===== src/ups_sw_pkg.sv =====
// ----------------------------------------------------------------------------
// UPS switchover package
// Shared types, constants and register indexes of the switchover controller.
// ----------------------------------------------------------------------------
package ups_sw_pkg;

    localparam int CHANNELS         = 5;
    localparam int TICKS_PER_SECOND = 100;
    localparam int SAMPLE_FIELDS    = 5;

    localparam int SAMPLE_W  = 10;
    localparam int TICK_W    = 8;
    localparam int DIV_W     = 7;
    localparam int CHAN_W    = 8;
    localparam int CFG_IDX_W = 8;
    localparam int CFG_DAT_W = 10;
    localparam int CH_IDX_W  = (CHANNELS > 1) ? $clog2(CHANNELS) : 1;

    localparam logic [SAMPLE_W-1:0] STAT_MIN_RESET = SAMPLE_W'(1023);
    localparam logic [SAMPLE_W-1:0] STAT_MAX_RESET = '0;
    localparam logic [DIV_W-1:0]    DIV_RELOAD     = DIV_W'(TICKS_PER_SECOND);

    // Register indexes on the configuration port.
    localparam logic [CFG_IDX_W-1:0] CFG_BUFFER_LOW     = 8'd0;
    localparam logic [CFG_IDX_W-1:0] CFG_BATTERY_OK     = 8'd1;
    localparam logic [CFG_IDX_W-1:0] CFG_MAINS_OK       = 8'd2;
    localparam logic [CFG_IDX_W-1:0] CFG_BAT_WARNING    = 8'd3;
    localparam logic [CFG_IDX_W-1:0] CFG_BAT_CRITICAL   = 8'd4;
    localparam logic [CFG_IDX_W-1:0] CFG_BAT_HOLDOFF    = 8'd5;
    localparam logic [CFG_IDX_W-1:0] CFG_MAINS_HOLDOFF  = 8'd6;
    localparam logic [CFG_IDX_W-1:0] CFG_MIN_BAT_SEC    = 8'd7;

    typedef enum logic [1:0] {
        OP_TICK        = 2'd0,
        OP_MEASURE     = 2'd1,
        OP_STATS_QUERY = 2'd2,
        OP_STATS_RESET = 2'd3
    } op_t;

    typedef struct packed {
        op_t                 opcode;
        logic [SAMPLE_W-1:0] u_mains;
        logic [SAMPLE_W-1:0] u_battery_single;
        logic [SAMPLE_W-1:0] u_battery_pair;
        logic [SAMPLE_W-1:0] u_buffer;
        logic [SAMPLE_W-1:0] u_current;
        logic [CHAN_W-1:0]   channel_number;
    } cmd_item_t;

    typedef struct packed {
        logic                on_battery_now;
        logic                mode_changed;
        logic                buffer_ok_flag;
        logic                mains_low_flag;
        logic                battery_warning_flag;
        logic                battery_critical_flag;
        logic                stats_valid;
        logic [CHAN_W-1:0]   stats_channel;
        logic [SAMPLE_W-1:0] stats_minimum;
        logic [SAMPLE_W-1:0] stats_maximum;
    } rsp_item_t;

    typedef struct packed {
        logic [CFG_IDX_W-1:0] index;
        logic [CFG_DAT_W-1:0] data;
    } cfg_item_t;

    typedef struct packed {
        logic [SAMPLE_W-1:0] buffer_low_threshold;
        logic [SAMPLE_W-1:0] battery_ok_threshold;
        logic [SAMPLE_W-1:0] mains_ok_threshold;
        logic [SAMPLE_W-1:0] battery_warning_level;
        logic [SAMPLE_W-1:0] battery_critical_level;
        logic [TICK_W-1:0]   battery_holdoff_ticks;
        logic [TICK_W-1:0]   mains_holdoff_ticks;
        logic [TICK_W-1:0]   min_battery_seconds;
    } cfg_regs_t;

    typedef struct packed {
        logic battery_mode;
        logic changed;
        logic buffer_ok;
        logic mains_low;
        logic bat_warning;
        logic bat_critical;
    } ctrl_status_t;

    typedef struct packed {
        logic                valid;
        logic [CHAN_W-1:0]   channel;
        logic [SAMPLE_W-1:0] minimum;
        logic [SAMPLE_W-1:0] maximum;
    } stats_result_t;

endpackage


===== src/ups_sw_if.sv =====
// ----------------------------------------------------------------------------
// UPS switchover channel interfaces
// Valid/ready channels for command items, result items and register writes.
// ----------------------------------------------------------------------------
interface ups_sw_cmd_if;
    logic                  valid;
    logic                  ready;
    ups_sw_pkg::cmd_item_t payload;

    modport source (output valid, output payload, input ready);
    modport sink   (input valid, input payload, output ready);
endinterface

interface ups_sw_rsp_if;
    logic                  valid;
    logic                  ready;
    ups_sw_pkg::rsp_item_t payload;

    modport source (output valid, output payload, input ready);
    modport sink   (input valid, input payload, output ready);
endinterface

interface ups_sw_cfg_if;
    logic                  valid;
    logic                  ready;
    ups_sw_pkg::cfg_item_t payload;

    modport source (output valid, output payload, input ready);
    modport sink   (input valid, input payload, output ready);
endinterface


===== src/ups_sw_cfg_regs.sv =====
// ----------------------------------------------------------------------------
// UPS switchover configuration registers
// Holds the thresholds, hold-off loads and minimum battery time.
// ----------------------------------------------------------------------------
module ups_sw_cfg_regs (
    input  logic                  clk,
    input  logic                  rst_n,
    ups_sw_cfg_if.sink            cfg,
    output ups_sw_pkg::cfg_regs_t regs
);

    ups_sw_pkg::cfg_regs_t regs_reg;
    ups_sw_pkg::cfg_regs_t regs_next;
    logic [ups_sw_pkg::SAMPLE_W-1:0] wr_level;
    logic [ups_sw_pkg::TICK_W-1:0]   wr_ticks;

    assign cfg.ready = 1'b1;
    assign regs      = regs_reg;
    assign wr_level  = cfg.payload.data[ups_sw_pkg::SAMPLE_W-1:0];
    assign wr_ticks  = cfg.payload.data[ups_sw_pkg::TICK_W-1:0];

    always_comb
    begin
        regs_next = regs_reg;
        if (cfg.valid)
        begin
            // Writes to indexes beyond the register list are dropped.
            unique case (cfg.payload.index)
                ups_sw_pkg::CFG_BUFFER_LOW:    regs_next.buffer_low_threshold   = wr_level;
                ups_sw_pkg::CFG_BATTERY_OK:    regs_next.battery_ok_threshold   = wr_level;
                ups_sw_pkg::CFG_MAINS_OK:      regs_next.mains_ok_threshold     = wr_level;
                ups_sw_pkg::CFG_BAT_WARNING:   regs_next.battery_warning_level  = wr_level;
                ups_sw_pkg::CFG_BAT_CRITICAL:  regs_next.battery_critical_level = wr_level;
                ups_sw_pkg::CFG_BAT_HOLDOFF:   regs_next.battery_holdoff_ticks  = wr_ticks;
                ups_sw_pkg::CFG_MAINS_HOLDOFF: regs_next.mains_holdoff_ticks    = wr_ticks;
                ups_sw_pkg::CFG_MIN_BAT_SEC:   regs_next.min_battery_seconds    = wr_ticks;
                default:                       regs_next = regs_reg;
            endcase
        end
    end

    always_ff @(posedge clk or negedge rst_n)
    begin
        if (!rst_n)
        begin
            regs_reg.buffer_low_threshold   <= 10'd784;
            regs_reg.battery_ok_threshold   <= 10'd819;
            regs_reg.mains_ok_threshold     <= 10'd819;
            regs_reg.battery_warning_level  <= 10'd836;
            regs_reg.battery_critical_level <= 10'd829;
            regs_reg.battery_holdoff_ticks  <= 8'd200;
            regs_reg.mains_holdoff_ticks    <= 8'd10;
            regs_reg.min_battery_seconds    <= 8'd30;
        end
        else
        begin
            regs_reg <= regs_next;
        end
    end

endmodule


===== src/ups_sw_stats.sv =====
// ----------------------------------------------------------------------------
// UPS switchover channel statistics
// Per-channel minimum and maximum, cleared on request and read by query.
// ----------------------------------------------------------------------------
module ups_sw_stats (
    input  logic                      clk,
    input  logic                      rst_n,
    input  logic                      accept,
    input  ups_sw_pkg::cmd_item_t     item,
    output ups_sw_pkg::stats_result_t result
);

    logic [ups_sw_pkg::SAMPLE_W-1:0] samples    [ups_sw_pkg::SAMPLE_FIELDS];
    logic [ups_sw_pkg::SAMPLE_W-1:0] min_reg    [ups_sw_pkg::CHANNELS];
    logic [ups_sw_pkg::SAMPLE_W-1:0] max_reg    [ups_sw_pkg::CHANNELS];
    logic                            do_measure;
    logic                            do_clear;
    logic                            chan_ok;
    logic [ups_sw_pkg::CHAN_W-1:0]   chan_off;
    logic [ups_sw_pkg::CH_IDX_W-1:0] chan_idx;

    assign samples[0] = item.u_mains;
    assign samples[1] = item.u_battery_single;
    assign samples[2] = item.u_battery_pair;
    assign samples[3] = item.u_buffer;
    assign samples[4] = item.u_current;

    assign do_measure = accept && (item.opcode == ups_sw_pkg::OP_MEASURE);
    assign do_clear   = accept && (item.opcode == ups_sw_pkg::OP_STATS_RESET);

    genvar g;
    generate
        for (g = 0; g < ups_sw_pkg::CHANNELS; g++)
        begin : g_chan
            if (g < ups_sw_pkg::SAMPLE_FIELDS)
            begin : g_sampled
                always_ff @(posedge clk or negedge rst_n)
                begin
                    if (!rst_n)
                    begin
                        min_reg[g] <= ups_sw_pkg::STAT_MIN_RESET;
                        max_reg[g] <= ups_sw_pkg::STAT_MAX_RESET;
                    end
                    else if (do_clear)
                    begin
                        min_reg[g] <= ups_sw_pkg::STAT_MIN_RESET;
                        max_reg[g] <= ups_sw_pkg::STAT_MAX_RESET;
                    end
                    else if (do_measure)
                    begin
                        if (samples[g] < min_reg[g])
                        begin
                            min_reg[g] <= samples[g];
                        end
                        if (samples[g] > max_reg[g])
                        begin
                            max_reg[g] <= samples[g];
                        end
                    end
                end
            end
            else
            begin : g_unsampled
                // Channels with no sample field keep their cleared values.
                assign min_reg[g] = ups_sw_pkg::STAT_MIN_RESET;
                assign max_reg[g] = ups_sw_pkg::STAT_MAX_RESET;
            end
        end
    endgenerate

    assign chan_ok  = (item.channel_number != '0)
                   && (item.channel_number <= ups_sw_pkg::CHAN_W'(ups_sw_pkg::CHANNELS));
    assign chan_off = item.channel_number - ups_sw_pkg::CHAN_W'(1);
    assign chan_idx = chan_off[ups_sw_pkg::CH_IDX_W-1:0];

    always_comb
    begin
        result = '0;
        if (item.opcode == ups_sw_pkg::OP_STATS_QUERY)
        begin
            result.channel = item.channel_number;
            if (chan_ok)
            begin
                result.valid   = 1'b1;
                result.minimum = min_reg[chan_idx];
                result.maximum = max_reg[chan_idx];
            end
        end
    end

endmodule


===== src/ups_sw_ctrl.sv =====
// ----------------------------------------------------------------------------
// UPS switchover decision logic
// Mode, hold-off timer, seconds counter and indicator flags.
// ----------------------------------------------------------------------------
module ups_sw_ctrl (
    input  logic                     clk,
    input  logic                     rst_n,
    input  logic                     accept,
    input  ups_sw_pkg::cmd_item_t    item,
    input  ups_sw_pkg::cfg_regs_t    regs,
    output ups_sw_pkg::ctrl_status_t status
);

    logic                          mode_reg,    mode_next;
    logic [ups_sw_pkg::TICK_W-1:0] holdoff_reg, holdoff_next;
    logic [ups_sw_pkg::DIV_W-1:0]  div_reg,     div_next;
    logic [ups_sw_pkg::TICK_W-1:0] seconds_reg, seconds_next;
    logic [3:0]                    flags_reg,   flags_next;
    logic                          changed;
    logic                          buf_failing;

    assign buf_failing = item.u_buffer <= regs.buffer_low_threshold;

    always_comb
    begin
        mode_next    = mode_reg;
        holdoff_next = holdoff_reg;
        div_next     = div_reg;
        seconds_next = seconds_reg;
        flags_next   = flags_reg;
        changed      = 1'b0;
        case (item.opcode)
            ups_sw_pkg::OP_TICK:
            begin
                if (holdoff_reg != '0)
                begin
                    holdoff_next = holdoff_reg - 1'b1;
                end
                // A second spans one tick more than the reload value.
                if (div_reg == '0)
                begin
                    div_next = ups_sw_pkg::DIV_RELOAD;
                    if (seconds_reg != '0)
                    begin
                        seconds_next = seconds_reg - 1'b1;
                    end
                end
                else
                begin
                    div_next = div_reg - 1'b1;
                end
            end
            ups_sw_pkg::OP_MEASURE:
            begin
                if (holdoff_reg == '0)
                begin
                    if (buf_failing)
                    begin
                        if (item.u_battery_pair > regs.battery_ok_threshold)
                        begin
                            if (!mode_reg)
                            begin
                                mode_next    = 1'b1;
                                holdoff_next = regs.battery_holdoff_ticks;
                                seconds_next = regs.min_battery_seconds;
                                changed      = 1'b1;
                            end
                        end
                        else if (mode_reg)
                        begin
                            mode_next    = 1'b0;
                            holdoff_next = regs.mains_holdoff_ticks;
                            changed      = 1'b1;
                        end
                    end
                    else if (item.u_mains > regs.mains_ok_threshold
                             && seconds_reg == '0 && mode_reg)
                    begin
                        mode_next    = 1'b0;
                        holdoff_next = regs.mains_holdoff_ticks;
                        changed      = 1'b1;
                    end
                    flags_next[0] = item.u_buffer >= regs.buffer_low_threshold;
                    flags_next[1] = item.u_mains < regs.buffer_low_threshold;
                    flags_next[2] = item.u_battery_pair < regs.battery_warning_level;
                    flags_next[3] = item.u_battery_pair < regs.battery_critical_level;
                end
            end
            default:
            begin
                mode_next = mode_reg;
            end
        endcase
    end

    always_ff @(posedge clk or negedge rst_n)
    begin
        if (!rst_n)
        begin
            mode_reg    <= 1'b0;
            holdoff_reg <= '0;
            div_reg     <= '0;
            seconds_reg <= '0;
            flags_reg   <= '0;
        end
        else if (accept)
        begin
            mode_reg    <= mode_next;
            holdoff_reg <= holdoff_next;
            div_reg     <= div_next;
            seconds_reg <= seconds_next;
            flags_reg   <= flags_next;
        end
    end

    assign status.battery_mode = mode_next;
    assign status.changed      = changed;
    assign status.buffer_ok    = flags_next[0];
    assign status.mains_low    = flags_next[1];
    assign status.bat_warning  = flags_next[2];
    assign status.bat_critical = flags_next[3];

endmodule


===== src/ups_switchover_controller.sv =====
// ----------------------------------------------------------------------------
// UPS switchover controller
// Chooses mains or battery from measured voltages, keeps channel statistics.
// ----------------------------------------------------------------------------
// Every command item yields exactly one result item. An item is accepted in
// any cycle in which the result register is empty or its item is being taken,
// so one item per clock is sustained; the result appears in the cycle after
// acceptance. The state update and all compares of an item happen in the
// accepting cycle, from the item and the current state, straight into the
// result register. Register writes are taken in every cycle and should only
// be issued while no item is in flight. The statistics reset to their
// cleared values at once; there is no clearing pass.
module ups_switchover_controller (
    input logic        clk,
    input logic        rst_n,
    ups_sw_cmd_if.sink   cmd,
    ups_sw_rsp_if.source rsp,
    ups_sw_cfg_if.sink   cfg
);

    ups_sw_pkg::cfg_regs_t     regs;
    ups_sw_pkg::ctrl_status_t  status;
    ups_sw_pkg::stats_result_t stats;
    ups_sw_pkg::rsp_item_t     rsp_reg;
    ups_sw_pkg::rsp_item_t     rsp_next;
    logic                      rsp_valid_reg;
    logic                      accept;

    assign cmd.ready = !rsp_valid_reg || rsp.ready;
    assign accept    = cmd.valid && cmd.ready;

    ups_sw_cfg_regs u_cfg_regs (
        .clk   (clk),
        .rst_n (rst_n),
        .cfg   (cfg),
        .regs  (regs)
    );

    ups_sw_ctrl u_ctrl (
        .clk    (clk),
        .rst_n  (rst_n),
        .accept (accept),
        .item   (cmd.payload),
        .regs   (regs),
        .status (status)
    );

    ups_sw_stats u_stats (
        .clk    (clk),
        .rst_n  (rst_n),
        .accept (accept),
        .item   (cmd.payload),
        .result (stats)
    );

    always_comb
    begin
        rsp_next.on_battery_now        = status.battery_mode;
        rsp_next.mode_changed          = status.changed;
        rsp_next.buffer_ok_flag        = status.buffer_ok;
        rsp_next.mains_low_flag        = status.mains_low;
        rsp_next.battery_warning_flag  = status.bat_warning;
        rsp_next.battery_critical_flag = status.bat_critical;
        rsp_next.stats_valid           = stats.valid;
        rsp_next.stats_channel         = stats.channel;
        rsp_next.stats_minimum         = stats.minimum;
        rsp_next.stats_maximum         = stats.maximum;
    end

    always_ff @(posedge clk or negedge rst_n)
    begin
        if (!rst_n)
        begin
            rsp_valid_reg <= 1'b0;
        end
        else if (cmd.ready)
        begin
            rsp_valid_reg <= cmd.valid;
        end
    end

    always_ff @(posedge clk)
    begin
        if (accept)
        begin
            rsp_reg <= rsp_next;
        end
    end

    assign rsp.valid   = rsp_valid_reg;
    assign rsp.payload = rsp_reg;

endmodule

===== src/flat_wrapper.sv =====
// flat-port wrapper written by rule: the top's interface ports become plain ports
module ups_switchover_controller_flat 
  (clk, rst_n, cmd_valid, cmd_payload, cmd_ready, rsp_valid, rsp_payload, rsp_ready, cfg_valid, cfg_payload, cfg_ready);
  ups_sw_cmd_if cmd_i ();
  ups_sw_rsp_if rsp_i ();
  ups_sw_cfg_if cfg_i ();
  input logic clk;
  input logic rst_n;
  input wire logic [$bits(cmd_i.valid)-1:0] cmd_valid;
  input wire logic [$bits(cmd_i.payload)-1:0] cmd_payload;
  output wire logic [$bits(cmd_i.ready)-1:0] cmd_ready;
  output wire logic [$bits(rsp_i.valid)-1:0] rsp_valid;
  output wire logic [$bits(rsp_i.payload)-1:0] rsp_payload;
  input wire logic [$bits(rsp_i.ready)-1:0] rsp_ready;
  input wire logic [$bits(cfg_i.valid)-1:0] cfg_valid;
  input wire logic [$bits(cfg_i.payload)-1:0] cfg_payload;
  output wire logic [$bits(cfg_i.ready)-1:0] cfg_ready;
  assign cmd_i.valid = cmd_valid;
  assign cmd_i.payload = cmd_payload;
  assign cmd_ready = cmd_i.ready;
  assign rsp_valid = rsp_i.valid;
  assign rsp_payload = rsp_i.payload;
  assign rsp_i.ready = rsp_ready;
  assign cfg_i.valid = cfg_valid;
  assign cfg_i.payload = cfg_payload;
  assign cfg_ready = cfg_i.ready;
  ups_switchover_controller u_core (.clk(clk), .rst_n(rst_n), .cmd(cmd_i), .rsp(rsp_i), .cfg(cfg_i));
endmodule

===== config.mk =====
export PLATFORM = sky130hd
export DESIGN_NAME = ups_switchover_controller_flat
export DESIGN_NICKNAME = d
export VERILOG_FILES = /design/src/ups_sw_pkg.sv /design/src/ups_sw_if.sv /design/src/ups_sw_cfg_regs.sv /design/src/ups_sw_stats.sv /design/src/ups_sw_ctrl.sv /design/src/ups_switchover_controller.sv /design/src/flat_wrapper.sv
export SDC_FILE = /design/constraint.sdc
export NUM_CORES = 1
export LEC_CHECK = 0
export BUFFER_PORTS_ARGS = -buffer_cell sky130_fd_sc_hd__buf_2
export CAP_MARGIN = 20
export CORE_ASPECT_RATIO = 0.9
export CORE_MARGIN = 2
export CORE_UTILIZATION = 61
export CTS_CLUSTER_SIZE = 8
export DETAILED_ROUTE_END_ITERATION = 7
export GPL_TIMING_DRIVEN = 0
export PLACE_DENSITY_LB_ADDON = 0.15
export SYNTH_ARGS = -nofsm -noshare
export SYNTH_HDL_FRONTEND = slang
export SYNTH_SLANG_ARGS = --single-unit

===== constraint.sdc =====
create_clock -name clk -period 3.84 [get_ports clk]
set_input_delay 0.192 -clock clk [delete_from_list [all_inputs] [get_ports clk]]
set_output_delay 0.192 -clock clk [all_outputs]
set_load 0.01 [all_outputs]

# Word-level counts from Yosys, hierarchy flattened
# Cells that the tools add are included.
# word_totals
regBits,238
latch_bits,0
ramBits,0
rom_bits,0
inputBits,83
output_inout_bits,38
wordCells,194
n_memories,0
# classes
addsub,4
n_mul,0
div,0
order_cmp,19
n_eq_ne,20
n_shift,0
mux,65
n_bitwise,1
n_reduce_logical,51
# op_table
cell,count
$mux W10,34
$mux W8,13
$lt A10 B10 Y1,8
$gt A10 B10 Y1,7
$bmux W10 S3,2
$reduce_and A2 Y1,21
$eq A8 B3 Y1 const B,4
$pmux W8 S2,2
$logic_not A8 Y1,3
$reduce_bool A2 Y1,12
$reduce_bool A8 Y1,3
$eq A8 B2 Y1 const B,2
$sub A8 B1 Y8 const B,2
$ne A2 B2 Y1 const B,7
$mux W1,11
$ge A10 B10 Y1,1
$le A10 B10 Y1,1
$eq A8 B1 Y1 const B,1
$le A8 B3 Y1 const B,1
$mux W4,2
$ne A4 B4 Y1 const B,2
$reduce_and A8 Y1,1
$logic_not A7 Y1,1
$mux W7,1
other kinds (12),18

# Longest topological paths before layout
# Gate-level depths: netlist of run 1.
# logic_depth
word_depth,7
mapped_depth,11
depth_no_buf,10

# Cells and area by module
# A second synthesis of run 1 with hierarchy kept.
# hier_totals
cells_unflattened,1415
area_unflattened_um2,14900.5
# modules_own_cells
module,n_inst,cells_per_inst,area_each_um2,seq_area_each_um2
ups_sw_stats,1,797,7556.0,2565.0
ups_sw_ctrl,1,412,3339.5,700.7
ups_sw_cfg_regs,1,167,2900.3,1895.6
ups_switchover_controller,1,39,1104.8,1076.0

# Worst setup path before layout of run 1
# Ideal clock, no wire load.
# synth_timing
kind,in2reg
start,input cmd_payload[0]
end,"register u_core.rsp_reg, in the netlist u_core.rsp.payload[9] (data pin)"
setup_time_ns,0.270
arrival_time_ns,2.433
t_required_ns,3.570
path_slack_ns,1.137
stages,9
n_path_buf,4
cell_sequence,clkbuf_1 -> clkbuf_1 -> inv_1 -> ha_1 -> buf_1 -> clkbuf_1 -> mux4_2 -> nand2_1 -> a21oi_1
# synth_via
elab_chain_len,5
word_cells_on_any_way,9
classes_between,add/sub (1); order compare (1); mux (3); bitwise (1); reduce/logical (3)
# synth_lines
item,line_no,rtl
"start, declared",flat_wrapper.sv:10,input wire logic [$bits(cmd_i.payload)-1:0] cmd_payload;
$sub A3 B1 Y3,ups_sw_stats.sv:73,assign chan_off = item.channel_number - ups_sw_pkg::CHAN_W'(1);
$not A3 Y4 (implied by the code),ups_sw_stats.sv:86,result.maximum = max_reg[chan_idx];
$bmux W10 S3,ups_sw_stats.sv:86,
$mux W10 (implied by the code) (2 in series),ups_sw_stats.sv:86,
"end signal, assigned",ups_switchover_controller.sv:86,rsp_reg <= rsp_next;
"end, declared",ups_switchover_controller.sv:24,ups_sw_pkg::rsp_item_t rsp_reg;
# Parallel ways exist; a longest one is shown, timed or not. The select of a mux whose other input is x is not followed.
# A chain may end at the register's enable or synchronous reset.

# Final worst setup path of run 1
# layout_timing
start,"register u_core.u_cfg_regs.regs_reg, in the netlist u_core.u_cfg_regs.regs[73]"
end,register u_core.u_ctrl.holdoff_reg[4] (netlist name)
# layout_via
elab_chain_len,4
word_cells_on_any_way,8
classes_between,order compare (1); eq/ne (3); mux (3); reduce/logical (1)
# layout_lines
item,line_no,rtl
"start, declared",ups_sw_cfg_regs.sv:12,ups_sw_pkg::cfg_regs_t regs_reg;
"start signal, assigned",ups_sw_cfg_regs.sv:57,regs_reg <= regs_next;
$le A10 B10 Y1 *,ups_sw_ctrl.sv:22,assign buf_failing = item.u_buffer <= regs.buffer_low_threshold;
$mux W8,ups_sw_ctrl.sv:57,if (buf_failing)
$mux W8,ups_sw_ctrl.sv:55,if (holdoff_reg == '0)
$pmux W8 S2,ups_sw_ctrl.sv:32,case (item.opcode)
"end signal, assigned",ups_sw_ctrl.sv:109,holdoff_reg <= holdoff_next;
"end, declared",ups_sw_ctrl.sv:15,"logic [ups_sw_pkg::TICK_W-1:0] holdoff_reg, holdoff_next;"
# Mark *: on every way between the ends. The rest lies on a longest branch, timed or not. The select of a mux whose other input is x is not followed.

==> run metrics, run 1 <==
Vias per Instance 6.06; first-pass GRT wire length 60,300 um; Final Instance Count excl. Fillers 1,935; CP endpoint kind flop; Die Width 165 um; Clock Skew 0.0117 ns; CP max stage delay 0.95 ns; Hold WS 0.0173 ns; Synth area leader dfrtp_1; Final HPWL DP 28,100 um; Netlist cell types 61; Crit Path Category flop to flop; Post-CTS Setup Bufs 0; synthesis-stage register bit count 238; top-area cell type share of the netlist area 0.207; final hold viol count 0; Chip Height 149 um; CP top delay family compound AO/OA/AOI/OAI gates; antenna violations before repair 1; routed via count 11,700; Final period util 0.900; Most used DFF post-synth dfrtp_1; max reg flops 74; status finished clean; Starting Density 0.616; Leak 7.69 nW; r2r endpoint u_core.u_ctrl.holdoff_reg[4]; Post-Syn Instances 1,421; Psw 2.89 mW; number of global-route vias before repair 11,200; core area 23,100 um2; top cells by area, synth dfrtp_1 21%, dfstp_2 16%, ha_1 14%; First-pass DRT Iterations 5; Die Area 24,600 um2; syn nets 1,662; worst flop-to-flop path startpoint u_core.u_cfg_regs.regs[73]; startpoint types flop; count of input and output buffers 119; clock-pin slew of the registers on the worst-case setup and hold paths 0.05 ns; Cell Int Power 6.21 mW; Tot GR Track Use 0.321; WHS Endpoint u_core.u_stats.max_reg[40]; n_diodes 0; routability cong. 0.944; worst hold stages 2; placed cell count 1,844; Slew Limit Headroom 0.240; Buf/Inv on CP 2; Tmin final 3.46 ns; Gate power share 0.274; max cap viols 0; share of cells above drive strength 1 0.195; Levels on crit path 10; Clk pwr share 0.317; crit-path cells inv_1 -> ha_1 -> nand4_1 -> a211oi_1 -> a2111oi_4 -> a211oi_1 -> o32ai_2 -> buf_2 -> a21oi_1 -> a21oi_1; Max Clk Rate 289 MHz; final setup violation count 0; flop-to-flop setup slack 0.38 ns; Synth async-reset ratio 0.853; largest net degree at the start of global routing 122; Place WS 0.0984 ns; Layout Nets 1,848; clk_lat worst skew 0.50 ns; Root Buffer clkbuf_16; CTS tree yes; Starting DRT DRC Count 1,104; drt total wl 38,600 um; row cnt 53; RSZ-0062 raised after global routing no; sequential area share after synthesis 0.437; Hold Crit Class input pin to flop; drt drc 0; Synth-to-Final Area Change 16.6%; Cell Area, Synth 14,300 um2; number of buffers created by CTS 35; Post-synth EDFFs 35; YS warnings 0; post-route setup slack 0.383 ns; peak fanout along the critical path 10; Congestion Overflow GR 0; I/O Pins 121; clk buf depth 3; min-delay src cmd_payload[48]; actual slew at the worst max-slew pin 1.13 ns; Worst R2R Path Depth 10; pwr/cell area 547 nW/um2; Worst EP required 4.21 ns; Flop pwr share 0.409; ANT nets after route 0; WP data arrival 3.83 ns; H-tree levels 2; Net Sw Frac 0.318; clk sinks 238; syn_area_per_cell 10.0 um2; Slew Viols, Final 0; WL/cell 19.9 um; worst ir drop on vdd 0.328 mV; Util after Layout 0.718; slowest stage cell, crit path a211oi_1
-- worst max-delay path by stage --
stage / from / end / slack (ns)
2_1_floorplan: cmd_payload[0] / u_core.rsp.payload[9] / 1.14
3_3_place_gp: rst_n / u_core.u_cfg_regs.regs[25] / -0.84
3_5_place_dp: cmd_payload[0] / u_core.rsp.payload[19] / 0.1
4_1_cts: u_core.u_cfg_regs.regs[73] / u_core.u_ctrl.seconds_reg[7] / 0.34
5_1_grt: u_core.u_cfg_regs.regs[73] / u_core.u_ctrl.seconds_reg[7] / 0.22
6_report: u_core.u_cfg_regs.regs[73] / u_core.u_ctrl.holdoff_reg[4] / 0.38
-- cell usage after synthesis, drive strengths merged, types with 2 or more instances --
master,n
inv,170
ha,158
nand2,150
dfrtp,118
a21oi,102
o21ai,91
dfstp,85
a22o,52
clkbuf,46
nor2,46
mux2,44
o211ai,38
edfxtp,35
nand3,33
nor3,31
a21o,29
nand2b,21
mux4,20
nand4,19
and2,15
nor2b,14
a211oi,13
o221a,10
or3,10
buf,7
o22ai,7
mux2i,6
a2111oi,5
a2111o,4
a22oi,4
nor4,4
o21a,4
xnor2,4
a31oi,3
nand3b,2
nor3b,2
o311ai,2
o31ai,2
-- power by group through the flow --
stage	logic, mW	clock network (mW)	registers (mW)
after floorplan	1.77	0	3.58
after global placement	2.30	0	3.72
after detailed placement	2.41	0	3.74
after CTS	2.46	2.91	3.71
after global routing	2.81	3.04	3.77
final	2.49	2.89	3.73
-- metrics by stage --
step / TNS, ns / cell area, um2 / power (mW)
after floorplan: 0 / 14300 / 5.34
after global placement: -97.74 / 15200 / 6.02
after detailed placement: 0 / 15300 / 6.15
after CTS: 0 / 16600 / 9.09
after global routing: 0 / 16600 / 9.63
final: 0 / 16600 / 9.10
-- kinds of logic after synthesis --
family          synth area share
fa+ha+maj                  0.139
flops                      0.437
mux                       0.0705
xor+xnor                 0.00307
simple gates               0.120
compound gates             0.171
buf+inv                   0.0598
other cells             0.000263
-- cell usage in the layout, fill, tap and decap left out, drive strengths merged, types with 29 or more instances in the layout --
master / instances
a21o: 29
a21oi: 102
a22o: 52
buf: 128
clkbuf: 109
dfrtp: 118
dfstp: 85
edfxtp: 35
ha: 158
inv: 170
mux2: 44
nand2: 150
nand3: 33
nor2: 46
nor3: 31
o211ai: 38
o21ai: 91
-- layout make-up --
| class | count | area, um2 |
|---|---|---|
| multi-input combinational | 960 | 7180 |
| sequential | 238 | 6240 |
| timing repair buffer | 149 | 941 |
| tap | 302 | 378 |
| fill | 1681 | 6520 |
| clock buffer | 63 | 1030 |
| buffer | 53 | 214 |
| inverter | 170 | 638 |
-- worst reg2reg max path, delay by kind of cell (launching register included) --
kind	cells	cell delay, ns
AO/OA/AOI/OAI	6	2.03
flip-flops	1	0.51
buffers and inverters	2	0.32
adder cells (fa/ha/maj)	1	0.29
AND/OR/NAND/NOR	1	0.17
-- per-layer routing --
metal,track usage,routed length [um]
met1,0.468,16900
met2,0.475,16900
met3,0.0865,3930
met4,0.0878,852
met5,0,13
-- what timing repair did --
action,CTS,global route
endpoints found under the hold margin,93,0
endpoints found under the setup margin,0,1
resized for setup,0,1
hold buffers,28,0
Note: power is estimated with default switching activity, not from simulation.
==> run 2: changes to the inputs <==
Settings changed: CORE_MARGIN 2 to not set.
==> run 2 against run 1 <==
Routed wire length grew 0.19%. First-iteration DRC count decreased by 8.5%. Largest cell class unchanged. Die area down 2.5%. Hold slack worse by 0.0078 ns. Via count hardly changed. Critical endpoint is now u_core.u_ctrl.seconds_reg[6]. Cell area is 0.17% lower. Sequential share of layout area increased by 0.062 points. Critical path depth is 1 higher. Maximum frequency fell by 4.1%. Critical path type unchanged. Highest routed layer unchanged. Largest power group unchanged. Total power fell by 0.33%.
==> run metrics, run 2 (same netlist as run 1, synthesis figures left out) <==
status finished clean; Final period util 0.939 (+0.0389); share of cells above drive strength 1 0.196 (+0.000240); met2 WL 17,200 um (+1.8%); Final HPWL DP 27,900 um (-0.59%); Post-Route M1 WL 16,800 um (-0.77%); Starting DRT DRC Count 1,010 (-8.5%); met3 wire length 3750 um (-4.5%); clk_lat worst skew 0.50 ns (about the same); drt drc 0 (unchanged); Starting Density 0.628 (+0.0118); CP max stage delay 0.92 ns (-0.03 ns); flop-to-flop setup slack 0.23 ns (-0.15 ns); Crit Path Category flop to flop; max reg flops 74 (unchanged); WL/cell 20.0 um (+0.45%); core area 22,700 um2 (-1.9%); First-pass DRT Iterations 5 (unchanged); Die Area 24,000 um2 (-2.5%); worst ir drop on vdd 0.394 mV (+20%); crit-path cells inv_1 -> ha_1 -> nand4_1 -> a211oi_1 -> a2111oi_2 -> o211a_2 -> and4bb_1 -> o21ai_1 -> clkbuf_1 -> o21ai_1 -> o21ai_1; most frequent cells in the layout 170 x inv_1, 158 x ha_1, 150 x nand2_1; WP data arrival 3.98 ns (+0.15 ns); ANT nets after route 0 (unchanged); clk sinks 238 (unchanged); antenna violations before repair 2 (+1); Vias per Instance 6.08 (+0.25%); Die Width 163 um (-1.2%); largest net degree at the start of global routing 109 (-11%); actual slew at the worst max-slew pin 1.06 ns (-0.0693 ns); post-route setup slack 0.234 ns (-0.150 ns); first-pass GRT wire length 61,200 um (+1.5%); startpoint types flop; final setup violation count 0 (unchanged); Max Clk Rate 277 MHz (-4.1%); I/O Pins 121 (unchanged); CP dominant cell by count o21ai_1; Congestion Overflow GR 0 (unchanged); max layer used met5; Worst EP required 4.21 ns (about the same); max cap viols 0 (unchanged); number of global-route vias before repair 11,500 (+2.3%); commonest non-fill, non-tap cell in the layout inv_1; cts repair resizes 0 (unchanged); slowest stage cell, crit path a2111oi_2; Slew Limit Headroom 0.287 (+0.0465); Chip Height 147 um (-1.3%); routability cong. 0.905 (-4.1%); Clock Skew 0.0141 ns (+0.00244 ns); routed via count 11,700 (-0.0085%); Util after Layout 0.731 (+0.0126); row cnt 52 (-1.9%); Layout Nets 1,847 (-0.054%); Place WS 0.0722 ns (-0.0262 ns); count of input and output buffers 119 (unchanged); H-tree levels 2 (unchanged); RSZ-0062 raised after global routing no; peak fanout along the critical path 10 (unchanged); clk buf depth 3 (unchanged); Tot GR Track Use 0.334 (+0.0134); Tmin final 3.61 ns (+0.150 ns); final hold viol count 0 (unchanged); number of buffers created by CTS 35 (unchanged); Leak 7.68 nW (-0.11%); filler instances 1,661 (-1.2%); CP top delay family compound AO/OA/AOI/OAI gates; Root Buffer clkbuf_16; Buf/Inv on CP 2 (unchanged); Slew Viols, Final 0 (unchanged); Synth-to-Final Area Change 16.4%; CP endpoint kind flop; Hold Crit Class input pin to flop; drt total wl 38,700 um (+0.19%); pwr/cell area 547 nW/um2 (-0.17%); clock-pin slew of the registers on the worst-case setup and hold paths 0.05 ns (about the same); CTS tree yes
[run 2: metrics by stage]
stage	TNS [ns]	instance area [um2]	hold WS [ns]	std cells	power, mW
3_5_place_dp	0	15300	0.300	1839	6.15
4_1_cts	0	16600	0.000371	1928	9.07
3_3_place_gp	-96.82	15200	0.419	1837	6.02
6_report	0	16600	0.00954	1930	9.07
5_1_grt	0	16600	0.0150	1928	9.62
2_1_floorplan	0	14300	-0.104	1421	5.34
[run 2: worst paths after layout]
| path | startpoint | end | cells past startpoint |
|---|---|---|---|
| max | u_core.u_cfg_regs.regs[73] | u_core.u_ctrl.seconds_reg[6] | 11 |
| min | cmd_payload[45] | u_core.u_stats.min_reg[37] | 3 |
| max reg2reg | u_core.u_cfg_regs.regs[73] | u_core.u_ctrl.seconds_reg[6] | 11 |
| min reg2reg | u_core.u_ctrl.div_reg[5] | u_core.u_ctrl.div_reg[5] | 1 |
| max in group asynchronous | rst_n | u_core.u_cfg_regs.regs[49] | 3 |
| min in group asynchronous | rst_n | u_core.u_stats.max_reg[6] | 2 |
[run 2: where the power goes]
group | switching (mW) | leakage (nW) | internal (mW)
logic | 1.37 | 4.47 | 1.11
registers | 0.423 | 2.72 | 3.30
clock network | 1.07 | 0.491 | 1.80
[run 2: area by class of cell]
type,count,area [um2],share of cell area
inverters,170,638,0.0384
well taps,297,372,0.0224
repair buffers,148,931,0.0561
diodes,2,5.00,0.000302
multi-input cells,960,7170,0.432
plain buffers,53,214,0.0129
clock buffers,62,1030,0.0620
flip-flops and latches,238,6240,0.376
[run 2: timing repair]
item                                    4_1_cts  5_1_grt
hold endpoints to repair                    109        0
setup buffers                                 0        0
endpoints found under the setup margin        0        0
hold buffers                                 27        0
[run 2: per-layer routing]
metal / global-route usage / vias up
li1: - / 5473
met5: 0 / -
met3: 0.0807 / 80
met2: 0.506 / 468
met4: 0.107 / 2
met1: 0.475 / 5703
[run 2: worst reg2reg max path, cell delays in order, from the launching register on]
cell,delay (ns)
dfstp_2,0.52
inv_1,0.07
ha_1,0.29
nand4_1,0.17
a211oi_1,0.09
a2111oi_2,0.93
o211a_2,0.42
and4bb_1,0.24
o21ai_1,0.20
clkbuf_1,0.30
o21ai_1,0.19
o21ai_1,0.08
==> run 3: changes to the inputs <==
Settings changed: BUFFER_PORTS_ARGS -buffer_cell sky130_fd_sc_hd__buf_2 to not set, CORE_UTILIZATION 61 to 62, DONT_BUFFER_PORTS set to 1.
Clock period 3.84 ns to 3.7 ns, I/O delays scaled along.
==> run 3 against run 2 <==
The flow now finishes with violations (negative hold slack). Combinational power is essentially flat. Sequential share of layout area grew 0.40 points. Worst setup slack lost 0.11 ns. First-iteration DRC count grew 28%. Global-route usage grew 1.8 points. Register-to-register slack lost 0.11 ns. Routed wire length grew 6.0%. Flip-flop and latch count is the same. Clock skew grew 0.0077 ns. Largest cell class unchanged. Highest routed layer is now met4.
==> run metrics, run 3 (same netlist as run 1, synthesis figures left out) <==
status finished, violations left; violated checks negative hold slack; Final HPWL DP 27,400 um (-1.9%); largest net degree at the start of global routing 204 (+87%); Slew Limit Headroom 0.271 (-0.0156); row cnt 52 (unchanged); Synth-to-Final Area Change 15.2%; count of input and output buffers 0 (-100%); Leak 7.38 nW (-4.0%); actual slew at the worst max-slew pin 1.09 ns (+0.0233 ns); pwr/cell area 571 nW/um2 (+4.5%); WP data arrival 3.96 ns (-0.02 ns); max reg flops 74 (unchanged); antenna violations before repair 0 (-2); Slew Viols, Final 0 (unchanged); clk sinks 238 (unchanged); register area 6240 um2 (unchanged); number of buffers created by CTS 35 (unchanged); I/O Pins 121 (unchanged); First-pass DRT Iterations 6 (+1); Clock Skew 0.0218 ns (+0.00770 ns); Hold Crit Class input pin to async pin; n_diodes 0 (-2); Post-CTS Setup Bufs 0 (unchanged); routed via count 11,700 (-0.19%); Vias per Instance 6.32 (+4.0%); clk buf depth 3 (unchanged); share of cells above drive strength 1 0.128 (-0.0676); Starting DRT DRC Count 1,292 (+28%); clk_lat worst skew 0.51 ns (about the same); Die Width 162 um (-0.80%); peak fanout along the critical path 10 (unchanged); CP endpoint kind flop; clock-pin slew of the registers on the worst-case setup and hold paths 0.05 ns (about the same); Starting Density 0.633 (+0.00545); drt drc 0 (unchanged); commonest non-fill, non-tap cell in the layout inv_1; ANT nets after route 0 (unchanged); Crit Path Category flop to flop; filler instances 1,591 (-4.2%); first-pass GRT wire length 63,500 um (+3.7%); Chip Height 146 um (-0.80%); CTS Hold Bufs 73 (+170%); max cap viols 0 (unchanged); routability cong. 0.930 (+2.8%); post-route setup TNS 0 ns (unchanged); number of global-route vias before repair 11,400 (-0.12%); Congestion Overflow GR 0 (unchanged); Hold WS -0.615 ns (-0.625 ns); drt total wl 41,000 um (+6.0%); Tmin final 3.58 ns (-0.0304 ns); core area 22,500 um2 (-0.86%); Root Buffer clkbuf_16; Die Area 23,600 um2 (-1.6%); Max Clk Rate 280 MHz (+0.85%); WL/cell 22.1 um (+11%); RSZ-0062 raised after global routing no; area of the multi-input gates 7180 um2 (+0.17%); most frequent cells in the layout 170 x inv_1, 158 x ha_1, 150 x nand2_1; Worst EP required 4.08 ns (-0.13 ns); final setup violation count 0 (unchanged); Layout Nets 1,773 (-4.0%); CTS tree yes; Tot GR Track Use 0.352 (+0.0176); H-tree levels 2 (unchanged); final hold viol count 203 (+203); Final period util 0.966 (+0.0273); worst ir drop on vdd 0.416 mV (+5.6%); startpoint types flop
==> run 3: changes by cell type in the layout (fill, tap and decap cells not counted) <==
cell / previous run / this run
buf_8: 1 / 0
a2111oi_2: 1 / 0
buf_2: 121 / 3
a2111oi_4: 0 / 1
dlygate4sd3_1: 27 / 73
buf_16: 2 / 1
diode_2: 2 / 0
clkbuf_1: 70 / 68
==> run 3: cell type report <==
type / count / share of cell area
multi-input combinational: 960 / 0.437
sequential: 238 / 0.380
clock buffer: 60 / 0.0622
timing repair buffer: 74 / 0.0462
inverter: 170 / 0.0389
tap: 297 / 0.0226
buffer: 53 / 0.0130
==> run 3: worst max-delay path, cell delays in order, from the launching register on <==
cell	delay, ns
dfrtp_1	0.41
nand2b_1	0.20
and3_1	0.42
clkbuf_1	0.83
nand2_1	0.70
and2_1	0.34
clkbuf_1	0.25
a22o_1	0.30
==> run 3: timing repair <==
| item | 4_1_cts | 5_1_grt |
|---|---|---|
| endpoints found under the setup margin | 0 | 2 |
| gates resized for setup | 0 | 1 |
| endpoints found under the hold margin | 387 | 203 |
==> run 3: per-layer routing <==
metal  routed length, um  vias up  share of wire  global-route usage
met2               17800      607           0.43               0.517
met4                 967        0          0.024              0.0986
met5                   0        -              0                   0
met3                4730       84           0.12              0.0958
met1               17500     5692           0.43               0.512
li1                    -     5321              -                   -
==> run 3: final timing paths <==
check / cells after the start / from / slack [ns] / to
setup / recovery: 7 / u_core.rsp.valid / 0.12 / u_core.u_stats.max_reg[42]
hold / removal: 0 / rst_n / -0.62 / u_core.u_stats.max_reg[3]
setup reg to reg: 7 / u_core.rsp.valid / 0.12 / u_core.u_stats.max_reg[42]
hold reg to reg: 1 / u_core.u_ctrl.div_reg[5] / 0.48 / u_core.u_ctrl.div_reg[5]
max in group asynchronous: 0 / rst_n / 3.90 / u_core.u_cfg_regs.regs[26]
min in group clk: 2 / rsp_ready / 0.01 / u_core.rsp.valid
==> run 3: stage by stage <==
stage,setup WS [ns],power (mW),cells,instance area [um2],util
6_report,0.124,9.38,1852,16400,0.730
5_1_grt,0.0840,9.87,1852,16400,0.730
4_1_cts,0.163,9.33,1852,16400,0.729
3_5_place_dp,0.118,6.21,1719,14700,0.651
3_3_place_gp,0.175,6.08,1718,14600,0.650
2_1_floorplan,1.00,5.54,1421,14300,-
==> run 3: report_power, final <==
group | switching [mW] | leakage (nW) | internal [mW]
registers | 0.497 | 2.72 | 3.43
logic | 1.31 | 4.17 | 1.14
clock network | 1.15 | 0.489 | 1.86
total | 2.96 | 7.38 | 6.42
